===== config.mk =====
export PLATFORM = sky130hd
export DESIGN_NAME = ipv4_flow_key_extractor
export DESIGN_NICKNAME = d
export VERILOG_FILES = /design/src/ifke_pkg.sv /design/src/ipv4_flow_key_extractor.sv
export SDC_FILE = /design/constraint.sdc
export NUM_CORES = 1
export LEC_CHECK = 0
export BUFFER_PORTS_ARGS = -buffer_cell sky130_fd_sc_hd__clkbuf_2
export CAP_MARGIN = 40
export CORE_UTILIZATION = 60
export DETAILED_ROUTE_END_ITERATION = 10
export HOLD_SLACK_MARGIN = 0.1
export PLACE_DENSITY = 0.81
export RECOVER_POWER = 25
export SETUP_SLACK_MARGIN = 0.02
export SYNTH_ARGS = -nofsm -noshare
export SYNTH_HDL_FRONTEND = slang
export SYNTH_SLANG_ARGS = --single-unit

===== constraint.sdc =====
create_clock -name clk -period 5.8 [get_ports clk]
set_input_delay 0.58 -clock clk [delete_from_list [all_inputs] [get_ports clk]]
set_output_delay 0.58 -clock clk [all_outputs]
set_load 0.05 [all_outputs]

===== src/ifke_pkg.sv =====
// ----------------------------------------------------------------------------
// ifke_pkg
// Shared types and constants for the IPv4 flow key extractor.
// ----------------------------------------------------------------------------
package ifke_pkg;

  // Frame layout
  localparam int unsigned OFF_W        = 7;
  localparam logic [6:0]  OFF_MAX      = 7'd127;
  localparam logic [6:0]  OFF_IHL      = 7'd14;   // version/IHL byte
  localparam logic [6:0]  OFF_PROTO    = 7'd23;
  localparam logic [6:0]  OFF_SRC_FIRST = 7'd26;
  localparam logic [6:0]  OFF_SRC_LAST  = 7'd29;
  localparam logic [6:0]  OFF_DST_FIRST = 7'd30;
  localparam logic [6:0]  OFF_DST_LAST  = 7'd33;
  localparam logic [6:0]  ETH_HDR_LEN  = 7'd14;

  // IP protocol numbers
  localparam logic [7:0]  PROTO_TCP = 8'd6;
  localparam logic [7:0]  PROTO_UDP = 8'd17;

  // Traffic classes
  localparam logic [2:0]  CLS_TCP   = 3'd0;
  localparam logic [2:0]  CLS_HTTP  = 3'd1;
  localparam logic [2:0]  CLS_HTTPS = 3'd2;
  localparam logic [2:0]  CLS_DNS   = 3'd3;
  localparam logic [2:0]  CLS_UDP   = 3'd4;
  localparam logic [2:0]  CLS_OTHER = 3'd5;

  // Configuration register map
  localparam int unsigned CFG_IDX_W      = 8;
  localparam logic [7:0]  REG_HTTP_MAIN  = 8'd0;
  localparam logic [7:0]  REG_HTTP_ALT   = 8'd1;
  localparam logic [7:0]  REG_HTTPS      = 8'd2;
  localparam logic [7:0]  REG_DNS        = 8'd3;

  localparam logic [15:0] RST_HTTP_MAIN  = 16'd80;
  localparam logic [15:0] RST_HTTP_ALT   = 16'd8080;
  localparam logic [15:0] RST_HTTPS      = 16'd443;
  localparam logic [15:0] RST_DNS        = 16'd53;

endpackage


===== src/ipv4_flow_key_extractor.sv =====
// ----------------------------------------------------------------------------
// ipv4_flow_key_extractor
// Parses an Ethernet/IPv4 frame byte stream into a five-tuple flow key.
// ----------------------------------------------------------------------------
// Usage:
//   in_*  : one frame byte per request (in_frame_byte, in_frame_end marks the
//           last byte). A request is taken when in_valid is high and in_stall
//           is low.
//   out_* : one flow key per frame, presented on the request that carries the
//           frame's last byte. Taken when out_valid is high and out_stall low.
//   cfg_* : register writes (index, 16-bit data); cfg_ready is always high.
//           Write only while no frame is in flight.
// Timing: a byte is registered at the input and processed from the input
//   register; the flow key of a last byte is registered in the result register.
// Throughput: one byte per clock while in_stall is low; the per-byte work is a
//   handful of offset compares and byte shifts between the input register and
//   the state/result registers.
// Stall: non-last bytes never wait on the output. A last byte waits in the
//   input register while a previous key is still held; in_stall then rises.
// Reset: rst_n (sync, active low) clears frame state, empties both stages and
//   restores the port registers to 80, 8080, 443 and 53.
// Bytes past offset 127 capture nothing.
// ----------------------------------------------------------------------------
module ipv4_flow_key_extractor (
  input  logic        clk,
  input  logic        rst_n,
  // input channel
  input  logic        in_valid,
  output logic        in_stall,
  input  logic [7:0]  in_frame_byte,
  input  logic        in_frame_end,
  // result channel
  output logic        out_valid,
  input  logic        out_stall,
  output logic [31:0] out_source_address,
  output logic [31:0] out_dest_address,
  output logic [15:0] out_src_port,
  output logic [15:0] out_dst_port,
  output logic [7:0]  out_ip_protocol,
  output logic [2:0]  out_traffic_class,
  output logic        out_truncated,
  // configuration
  input  logic        cfg_valid,
  output logic        cfg_ready,
  input  logic [ifke_pkg::CFG_IDX_W-1:0] cfg_index,
  input  logic [15:0] cfg_data
);

  // ---------------- configuration registers ----------------
  logic [15:0] http_main_r, http_alt_r, https_r, dns_r;

  assign cfg_ready = 1'b1;

  always_ff @(posedge clk) begin
    if (!rst_n) begin
      http_main_r <= ifke_pkg::RST_HTTP_MAIN;
      http_alt_r  <= ifke_pkg::RST_HTTP_ALT;
      https_r     <= ifke_pkg::RST_HTTPS;
      dns_r       <= ifke_pkg::RST_DNS;
    end else if (cfg_valid && cfg_ready) begin
      unique case (cfg_index)
        ifke_pkg::REG_HTTP_MAIN: http_main_r <= cfg_data;
        ifke_pkg::REG_HTTP_ALT:  http_alt_r  <= cfg_data;
        ifke_pkg::REG_HTTPS:     https_r     <= cfg_data;
        ifke_pkg::REG_DNS:       dns_r       <= cfg_data;
        default: ;  // unmapped index: dropped
      endcase
    end
  end

  // ---------------- input register ----------------
  logic       a_valid_r;
  logic [7:0] a_byte_r;
  logic       a_end_r;
  logic       a_fire;
  logic       out_free;
  logic       in_accept;

  // A slot opens in the output register if it is empty or drains this cycle.
  assign out_free  = !out_valid || !out_stall;
  // Only a last byte needs the output register.
  assign a_fire    = a_valid_r && (!a_end_r || out_free);
  assign in_stall  = a_valid_r && !a_fire;
  assign in_accept = in_valid && !in_stall;

  always_ff @(posedge clk) begin
    if (!rst_n) begin
      a_valid_r <= 1'b0;
    end else if (in_accept) begin
      a_valid_r <= 1'b1;
    end else if (a_fire) begin
      a_valid_r <= 1'b0;
    end
  end

  always_ff @(posedge clk) begin
    if (in_accept) begin
      a_byte_r <= in_frame_byte;
      a_end_r  <= in_frame_end;
    end
  end

  // ---------------- frame state ----------------
  logic [ifke_pkg::OFF_W-1:0] off_r;
  logic [3:0]  hdr_words_r;
  logic [7:0]  proto_r;
  logic [31:0] src_addr_r, dst_addr_r;
  logic [15:0] src_port_r, dst_port_r;

  logic [3:0]  hdr_words_nxt;
  logic [7:0]  proto_nxt;
  logic [31:0] src_addr_nxt, dst_addr_nxt;
  logic [15:0] src_port_nxt, dst_port_nxt;
  logic [ifke_pkg::OFF_W-1:0] port_off;   // 14 + 4*IHL, at most 74
  logic [ifke_pkg::OFF_W-1:0] need_off;
  logic        is_tcp, is_udp, is_l4;
  logic [2:0]  cls;

  always_comb begin
    hdr_words_nxt = (off_r == ifke_pkg::OFF_IHL) ? a_byte_r[3:0] : hdr_words_r;
    proto_nxt     = (off_r == ifke_pkg::OFF_PROTO) ? a_byte_r : proto_r;

    src_addr_nxt = src_addr_r;
    if (off_r >= ifke_pkg::OFF_SRC_FIRST && off_r <= ifke_pkg::OFF_SRC_LAST) begin
      src_addr_nxt = {src_addr_r[23:0], a_byte_r};
    end
    dst_addr_nxt = dst_addr_r;
    if (off_r >= ifke_pkg::OFF_DST_FIRST && off_r <= ifke_pkg::OFF_DST_LAST) begin
      dst_addr_nxt = {dst_addr_r[23:0], a_byte_r};
    end

    // IHL from this very byte counts (header length zero puts ports at 14).
    port_off = ifke_pkg::ETH_HDR_LEN + {1'b0, hdr_words_nxt, 2'b00};

    src_port_nxt = src_port_r;
    if (off_r == port_off || off_r == port_off + 7'd1) begin
      src_port_nxt = {src_port_r[7:0], a_byte_r};
    end
    dst_port_nxt = dst_port_r;
    if (off_r == port_off + 7'd2 || off_r == port_off + 7'd3) begin
      dst_port_nxt = {dst_port_r[7:0], a_byte_r};
    end

    is_tcp   = (proto_nxt == ifke_pkg::PROTO_TCP);
    is_udp   = (proto_nxt == ifke_pkg::PROTO_UDP);
    is_l4    = is_tcp || is_udp;
    need_off = is_l4 ? port_off + 7'd3 : ifke_pkg::OFF_DST_LAST;

    // HTTP wins over HTTPS, HTTPS over DNS when registers overlap.
    if (is_tcp) begin
      if (dst_port_nxt == http_main_r || dst_port_nxt == http_alt_r) begin
        cls = ifke_pkg::CLS_HTTP;
      end else if (dst_port_nxt == https_r) begin
        cls = ifke_pkg::CLS_HTTPS;
      end else if (dst_port_nxt == dns_r) begin
        cls = ifke_pkg::CLS_DNS;
      end else begin
        cls = ifke_pkg::CLS_TCP;
      end
    end else if (is_udp) begin
      cls = ifke_pkg::CLS_UDP;
    end else begin
      cls = ifke_pkg::CLS_OTHER;
    end
  end

  // Per-frame state clears on the last byte.
  always_ff @(posedge clk) begin
    if (!rst_n) begin
      off_r       <= '0;
      hdr_words_r <= '0;
      proto_r     <= '0;
      src_addr_r  <= '0;
      dst_addr_r  <= '0;
      src_port_r  <= '0;
      dst_port_r  <= '0;
    end else if (a_fire) begin
      if (a_end_r) begin
        off_r       <= '0;
        hdr_words_r <= '0;
        proto_r     <= '0;
        src_addr_r  <= '0;
        dst_addr_r  <= '0;
        src_port_r  <= '0;
        dst_port_r  <= '0;
      end else begin
        if (off_r != ifke_pkg::OFF_MAX) begin
          off_r <= off_r + 7'd1;
        end
        hdr_words_r <= hdr_words_nxt;
        proto_r     <= proto_nxt;
        src_addr_r  <= src_addr_nxt;
        dst_addr_r  <= dst_addr_nxt;
        src_port_r  <= src_port_nxt;
        dst_port_r  <= dst_port_nxt;
      end
    end
  end

  // ---------------- result register ----------------
  logic        out_valid_r;
  logic [31:0] o_src_addr_r, o_dst_addr_r;
  logic [15:0] o_src_port_r, o_dst_port_r;
  logic [7:0]  o_proto_r;
  logic [2:0]  o_cls_r;
  logic        o_trunc_r;
  logic        key_load;

  assign key_load = a_fire && a_end_r;

  always_ff @(posedge clk) begin
    if (!rst_n) begin
      out_valid_r <= 1'b0;
    end else if (key_load) begin
      out_valid_r <= 1'b1;
    end else if (!out_stall) begin
      out_valid_r <= 1'b0;
    end
  end

  always_ff @(posedge clk) begin
    if (key_load) begin
      o_src_addr_r <= src_addr_nxt;
      o_dst_addr_r <= dst_addr_nxt;
      o_src_port_r <= is_l4 ? src_port_nxt : 16'd0;
      o_dst_port_r <= is_l4 ? dst_port_nxt : 16'd0;
      o_proto_r    <= proto_nxt;
      o_cls_r      <= cls;
      o_trunc_r    <= (off_r < need_off);
    end
  end

  assign out_valid          = out_valid_r;
  assign out_source_address = o_src_addr_r;
  assign out_dest_address   = o_dst_addr_r;
  assign out_src_port       = o_src_port_r;
  assign out_dst_port       = o_dst_port_r;
  assign out_ip_protocol    = o_proto_r;
  assign out_traffic_class  = o_cls_r;
  assign out_truncated      = o_trunc_r;

endmodule


==> run summary, run 1 <==
Synth area leaders: dfxtp_1, edfxtp_1, a22oi_1, mux2_2, nor2b_1
CP max FO: 36
Num CTS Buffers: 31
Reg power frac: 51.1%
root buf cell: clkbuf_16
status: completed
Port Buffer Count: 147
unrepaired setup endpoints after global routing: no
gpl congestion: 0.992
max cap viols: 0
Yosys cell types: 67
flops & latches, synth: 298
IO Pins: 149
combinational share of power: 3.9%
Final period util: 83.5%
Area Overhead vs Synth: 13.1%
n_diodes: 0
initial antenna violation count: 0
CP max-delay cell: nor3_2
critical path's largest stage delay: 0.74 ns
Clock H-tree levels: 1
Residual DRC: 0
final worst path period need: 4.84 ns
ys async rst share: 0%
Worst Setup End Kind: flop
via count: 10600
Hold/Removal Path Class: input pin to flop
Routed WL: 35900 um
worst vdd ir: 287 uV
post-synth top area share: 26.4%
CTS-repair resized insts: 0
switching power: 961 uW
CTS sink cnt: 298
post-placement cell area: 14600 um^2
fin util: 70.2%
Post-Layout Inst Area: 15500 um^2
fin nets: 1490
Net Count, Synth: 1382
Power Density: 277 nW/um^2
CP startpoint: off_r[2]$_SDFFE_PN0P_
all-layer global routing usage: 30.5%
drt wl/cell: 20.5 um
share of layout cells above drive strength 1: 13.4%
DRT iter0 DRCs: 1182
internal cell power: 3.33 mW
global route total overflow: 0
die area: 23500 um^2
final hold vios: 0
vias in the first global route: 10000
Syn Std Cell Area: 13700 um^2
Die W: 153 um
CTS clock-pin slew for the worst setup and hold paths: 0.06 ns
clk buf depth: 3
Slew headroom: 42.3%
core box area: 22100 um^2
Leak Pwr: 5.47 nW
cell count after synthesis: 1335
Mean Syn Cell Area: 10.3 um^2
post-DP HPWL: 24200 um
Vias/cell: 6.09
CP required: 6.22 ns
first-pass GRT wire length: 56200 um
Detail Route Antenna Nets: 0
worst path arrival time: 5.26 ns
sequential area share after synthesis: 52.1%
Rows: 54
hold-fix buffers at CTS: 0
postcts setup bufs: 0
Detailed Routing Iterations Pass 1: 5
leading area contributor after synthesis: dfxtp_1
RR Startpoint: off_r[2]$_SDFFE_PN0P_
clk_lat worst skew: 0.57 ns
Worst setup SP type: flop
hold path startpoint: in_frame_byte[7]
Setup Skew: 0.0229 ns
die height: 153 um
Clk pwr share: 45.0%
prevailing post-synth register cell: dfxtp_1
Achievable Freq: 207 MHz
CP Cell Sequence: or3b_1 > nor3_2 > mux2i_1 > inv_1 > nor4_1 > nand4_1 > inv_1 > nor2_2 > buf_4 > a21o_1 > ha_1 > o21ai_0 > nand2b_1 > a21oi_1 > nor2b_1 > o21ai_0 > nand2b_1 > a21oi_1
crit path kind: flop to flop
final setup fails: 0
Least-Margin Pin Slew: 0.860 ns
flop2flop setup slack: 0.96 ns
CTS tree: built
TNS Setup: 0 ns
DP Cell Count: 1690
largest net degree at the start of global routing: 91
Initial Util: 62.1%
sw frac: 22.4%
Non-Filler Instances: 1748
Max Slew Vio Count: 0
Post-synth EDFFs: 117
Synth Warn #: 0
==> critical path, delay by kind of cell, from the launching register on <==
kind	cells	cell delay, ns
AO/OA/AOI/OAI	5	0.69
adder cells (fa/ha/maj)	1	0.26
buffers and inverters	3	0.53
flip-flops	1	0.67
multiplexers	1	0.31
AND/OR/NAND/NOR	8	2.23
==> synthesized netlist by cell type, drive strengths merged, types with 9 or more instances <==
| library cell | instances |
|---|---|
| o21ai | 32 |
| nand2 | 163 |
| nand4 | 10 |
| nor2 | 59 |
| nor3 | 17 |
| dfxtp | 181 |
| xor2 | 42 |
| mux2i | 35 |
| o211ai | 11 |
| a21boi | 46 |
| edfxtp | 117 |
| a21oi | 15 |
| nor4 | 13 |
| nor2b | 107 |
| and2 | 14 |
| nand3 | 29 |
| buf | 23 |
| mux2 | 60 |
| inv | 45 |
| a22oi | 101 |
| ha | 9 |
| clkbuf | 74 |
| xnor2 | 31 |
| o22ai | 13 |
==> through the flow <==
step | worst slack, ns | power [mW] | hold WS [ns]
floorplan | 2.06 | 2.34 | 0.451
global placement | 1.11 | 2.40 | 0.469
detailed placement | 1.05 | 2.40 | 0.485
CTS | 1.04 | 4.31 | 0.190
global route | 0.597 | 4.40 | 0.188
finish | 0.958 | 4.29 | 0.203
==> path summary, 6_finish.rpt <==
| check | end | depth (start not counted) |
|---|---|---|
| max | out_truncated$_DFFE_PP_ | 18 |
| min | a_byte_r[7]$_DFFE_PP_ | 1 |
| max reg2reg | out_truncated$_DFFE_PP_ | 18 |
| min reg2reg | dns_r[0]$_SDFFE_PN1P_ | 2 |
==> per-layer routing <==
metal | track usage [%] | up-vias | wire [um]
li1 | - | 4979 | -
met1 | 43.1 | 5096 | 15800
met2 | 47.3 | 476 | 16200
met3 | 5.33 | 95 | 2790
met4 | 10.4 | 0 | 1120
met5 | 0 | - | 0
==> flip-flops by register name, summed over array words and instances (netlist names), 3 cells and up <==
signal	count
dst_addr_r	32
out_dest_address	32
out_source_address	32
src_addr_r	32
dns_r	16
dst_port_r	16
http_alt_r	16
http_main_r	16
https_r	16
out_dst_port	16
out_src_port	16
src_port_r	16
a_byte_r	8
out_ip_protocol	8
proto_r	8
off_r	7
hdr_words_r	4
out_traffic_class	3
==> cell usage in the layout, fill, tap and decap left out, types with 23 or more instances in the layout <==
cell type	netlist	layout
dfxtp_1	181	181
nand2_1	163	163
edfxtp_1	117	117
clkbuf_1	74	113
nor2b_1	107	107
a22oi_1	101	101
mux2_2	60	60
nor2_1	58	55
a21boi_0	46	46
inv_1	45	44
xor2_1	42	42
clkbuf_2	0	37
mux2i_1	35	35
xnor2_1	31	31
clkbuf_16	0	31
nand3_1	29	29
o21ai_0	28	28
buf_4	4	23
==> power by group through the flow <==
stage | logic [mW] | clock network [mW] | registers, mW
floorplan | 0.0775 | 0 | 2.26
global placement | 0.162 | 0 | 2.24
detailed placement | 0.165 | 0 | 2.24
CTS | 0.166 | 1.95 | 2.19
global route | 0.174 | 2.03 | 2.19
finish | 0.165 | 1.93 | 2.19
==> cell type report <==
type	instances	area (um^2)
Multi-Input combinational cell	895	6030
Tap cell	280	350
Fill cell	1740	6590
Sequential cell	298	7140
Clock buffer	41	873
Inverter	45	171
Timing Repair Buffer	172	813
Clock inverter	17	130
==> cell families after synthesis <==
| family | Yosys count | synth area share (%) |
|---|---|---|
| simple gates | 445 | 16.3 |
| mux | 95 | 7.48 |
| compound gates | 272 | 14.4 |
| xor+xnor | 73 | 4.66 |
| flops | 298 | 52.1 |
| buf+inv | 142 | 4.29 |
| fa+ha+maj | 9 | 0.821 |
| other cells | 1 | 0.0274 |
Power figures use the tool's default switching activity.
==> inputs of run 2 (changes only) <==
--- a/config.mk
+++ b/config.mk
@@ -7,10 +7,10 @@
 export LEC_CHECK = 0
 export BUFFER_PORTS_ARGS = -buffer_cell sky130_fd_sc_hd__clkbuf_2
 export CAP_MARGIN = 40
-export CORE_UTILIZATION = 60
+export CORE_UTILIZATION = 53
 export DETAILED_ROUTE_END_ITERATION = 10
 export HOLD_SLACK_MARGIN = 0.1
-export PLACE_DENSITY = 0.81
+export PLACE_DENSITY = 0.76
 export RECOVER_POWER = 25
 export SETUP_SLACK_MARGIN = 0.02
 export SYNTH_ARGS = -nofsm -noshare
==> constraint.sdc (replaced) <==
create_clock -name clk -period 4.2 [get_ports clk]
set_input_delay 0.42 -clock clk [delete_from_list [all_inputs] [get_ports clk]]
set_output_delay 0.42 -clock clk [all_outputs]
set_load 0.05 [all_outputs]
==> run 2 against run 1 <==
Effect of this change: clock power grew 46%; worst hold slack lost 0.073 ns; utilization shrank 7.5 points; clock-buffer cell count shrank 4; cell area grew 2.1%; largest cell class unchanged; largest power group unchanged.
==> run summary, run 2 (synthesis gave the netlist of run 1 again) <==
status: completed
Power Density: 384 nW/um^2
CTS sink cnt: 298
flop2flop setup slack: 0.39 ns
Detailed Routing Iterations Pass 1: 7
Port Buffer Count: 147
WHS Endpoint: a_valid_r$_SDFFE_PN0P_
most frequent cells in the layout: dfxtp_1, nand2_1, edfxtp_1, clkbuf_1, nor2b_1
Residual DRC: 0
crit path kind: flop to flop
Worst setup SP type: flop
wl on met1: 16100 um
die area: 26500 um^2
Max Slew Vio Count: 0
Hold Slack: 0.130 ns
CTS tree: built
clk buf depth: 3
fin util: 62.7%
share of layout cells above drive strength 1: 13.7%
clk_lat worst skew: 0.55 ns
Detail Route Antenna Nets: 0
die height: 163 um
Routed WL: 36300 um
drt wl/cell: 19.9 um
Rows: 58
routed wl met2: 16900 um
Initial Util: 54.3%
TNS Setup: 0 ns
Worst Setup End Kind: flop
max cap viols: 0
CTS clock-pin slew for the worst setup and hold paths: 0.07 ns
unrepaired setup endpoints after global routing: no
Clock H-tree levels: 1
gpl congestion: 0.938
all-layer global routing usage: 27.2%
Die W: 163 um
Slew headroom: 39.3%
worst vdd ir: 358 uV
Vias/cell: 5.80
first-pass GRT wire length: 56300 um
Achievable Freq: 263 MHz
Least-Margin Pin Slew: 0.909 ns
commonest non-fill, non-tap cell in the layout: dfxtp_1
Hold Path Stages: 2
postcts setup bufs: 0
r2r worst-path depth: 12
via count: 10600
Hold/Removal Path Class: input pin to flop
largest net degree at the start of global routing: 110
Setup Skew: 0.0162 ns
max layer used: met4
final hold vios: 0
DRT iter0 DRCs: 1023
RR Startpoint: off_r[0]$_SDFFE_PN0P_
CP startpoint: off_r[0]$_SDFFE_PN0P_
worst path arrival time: 4.19 ns
Fillers: 2136
root buf cell: clkbuf_16
DR WL met3: 2180 um
final worst path period need: 3.81 ns
fin nets: 1515
vias in the first global route: 10000
core box area: 25300 um^2
CP required: 4.59 ns
Leak Pwr: 5.58 nW
initial antenna violation count: 0
global route total overflow: 0
final setup fails: 0
hold path startpoint: in_valid
IO Pins: 149
Num CTS Buffers: 31
reg-to-reg endpoint: out_traffic_class[1]$_SDFFCE_PP0P_
CP max FO: 28
post-DP HPWL: 25100 um
Area Overhead vs Synth: 15.5%
n_diodes: 0
Final period util: 90.6%
## run 2: cell types whose count changed in the layout (fill, tap and decap cells not counted), moves of 3 or more
cell | before | now
buf_4 | 23 | 38
dlygate4sd3_1 | 0 | 9
clkbuf_8 | 6 | 0
bufinv_16 | 1 | 5
clkbuf_1 | 113 | 117
clkinv_2 | 7 | 3
clkinvlp_4 | 1 | 4
## run 2: final cells by class
cell class	instances	area, um^2	area share [%]
Sequential cell	298	7140	45.1
Multi-Input combinational cell	895	6030	38.1
Timing Repair Buffer	197	1030	6.49
Clock buffer	37	798	5.04
Tap cell	330	413	2.61
Clock inverter	20	248	1.57
Inverter	45	171	1.08
## run 2: critical path: stages (launching register included)
cell	delay, ns
dfxtp_1	0.35
inv_1	0.13
ha_1	0.28
nand3b_1	0.23
o32ai_1	0.30
o22ai_1	0.20
nor4_2	0.29
buf_4	0.37
mux2i_1	0.55
o22ai_1	0.16
a221oi_2	0.24
nand4_1	0.25
a211oi_1	0.28
## run 2: report_power, final
group          internal (mW)  total [mW]  switching, mW  leakage [nW]
logic                 0.0697       0.249          0.179          2.38
registers               3.01        3.02         0.0116          2.70
clock network           1.67        2.81           1.14         0.498
total                   4.75        6.08           1.33          5.58
## run 2: layer usage
layer / vias up / track usage (%)
li1: 5024 / -
met1: 5075 / 37.5
met2: 390 / 44.2
met3: 85 / 3.06
met4: 0 / 9.35
met5: - / 0
## run 2: worst max path at each step
stage | cells after the start | slack (ns) | to
global route | 18 | 0.03 | out_truncated$_DFFE_PP_
floorplan | 5 | 0.50 | out_dest_address[0]$_DFFE_PP_
finish | 12 | 0.39 | out_traffic_class[1]$_SDFFCE_PP0P_
detailed placement | 17 | 0.37 | out_truncated$_DFFE_PP_
global placement | 12 | 0.48 | out_traffic_class[1]$_SDFFCE_PP0P_
CTS | 17 | 0.34 | out_truncated$_DFFE_PP_
## run 2: metrics by stage
step | worst slack, ns | cell area, um^2 | cells | total power [mW]
after floorplan | 0.496 | 13700 | 1335 | 3.23
after global placement | 0.481 | 14800 | 1754 | 3.32
after detailed placement | 0.372 | 14800 | 1756 | 3.33
after CTS | 0.341 | 16000 | 1822 | 6.13
after global routing | 0.0327 | 15800 | 1822 | 6.26
final | 0.393 | 15800 | 1822 | 6.08
## run 2: repair_timing
action                     in CTS  in global routing
setup endpoints to repair       0                  1
gates resized for setup         0                  1
hold endpoints to repair        9                  0
hold buffers                    9                  0
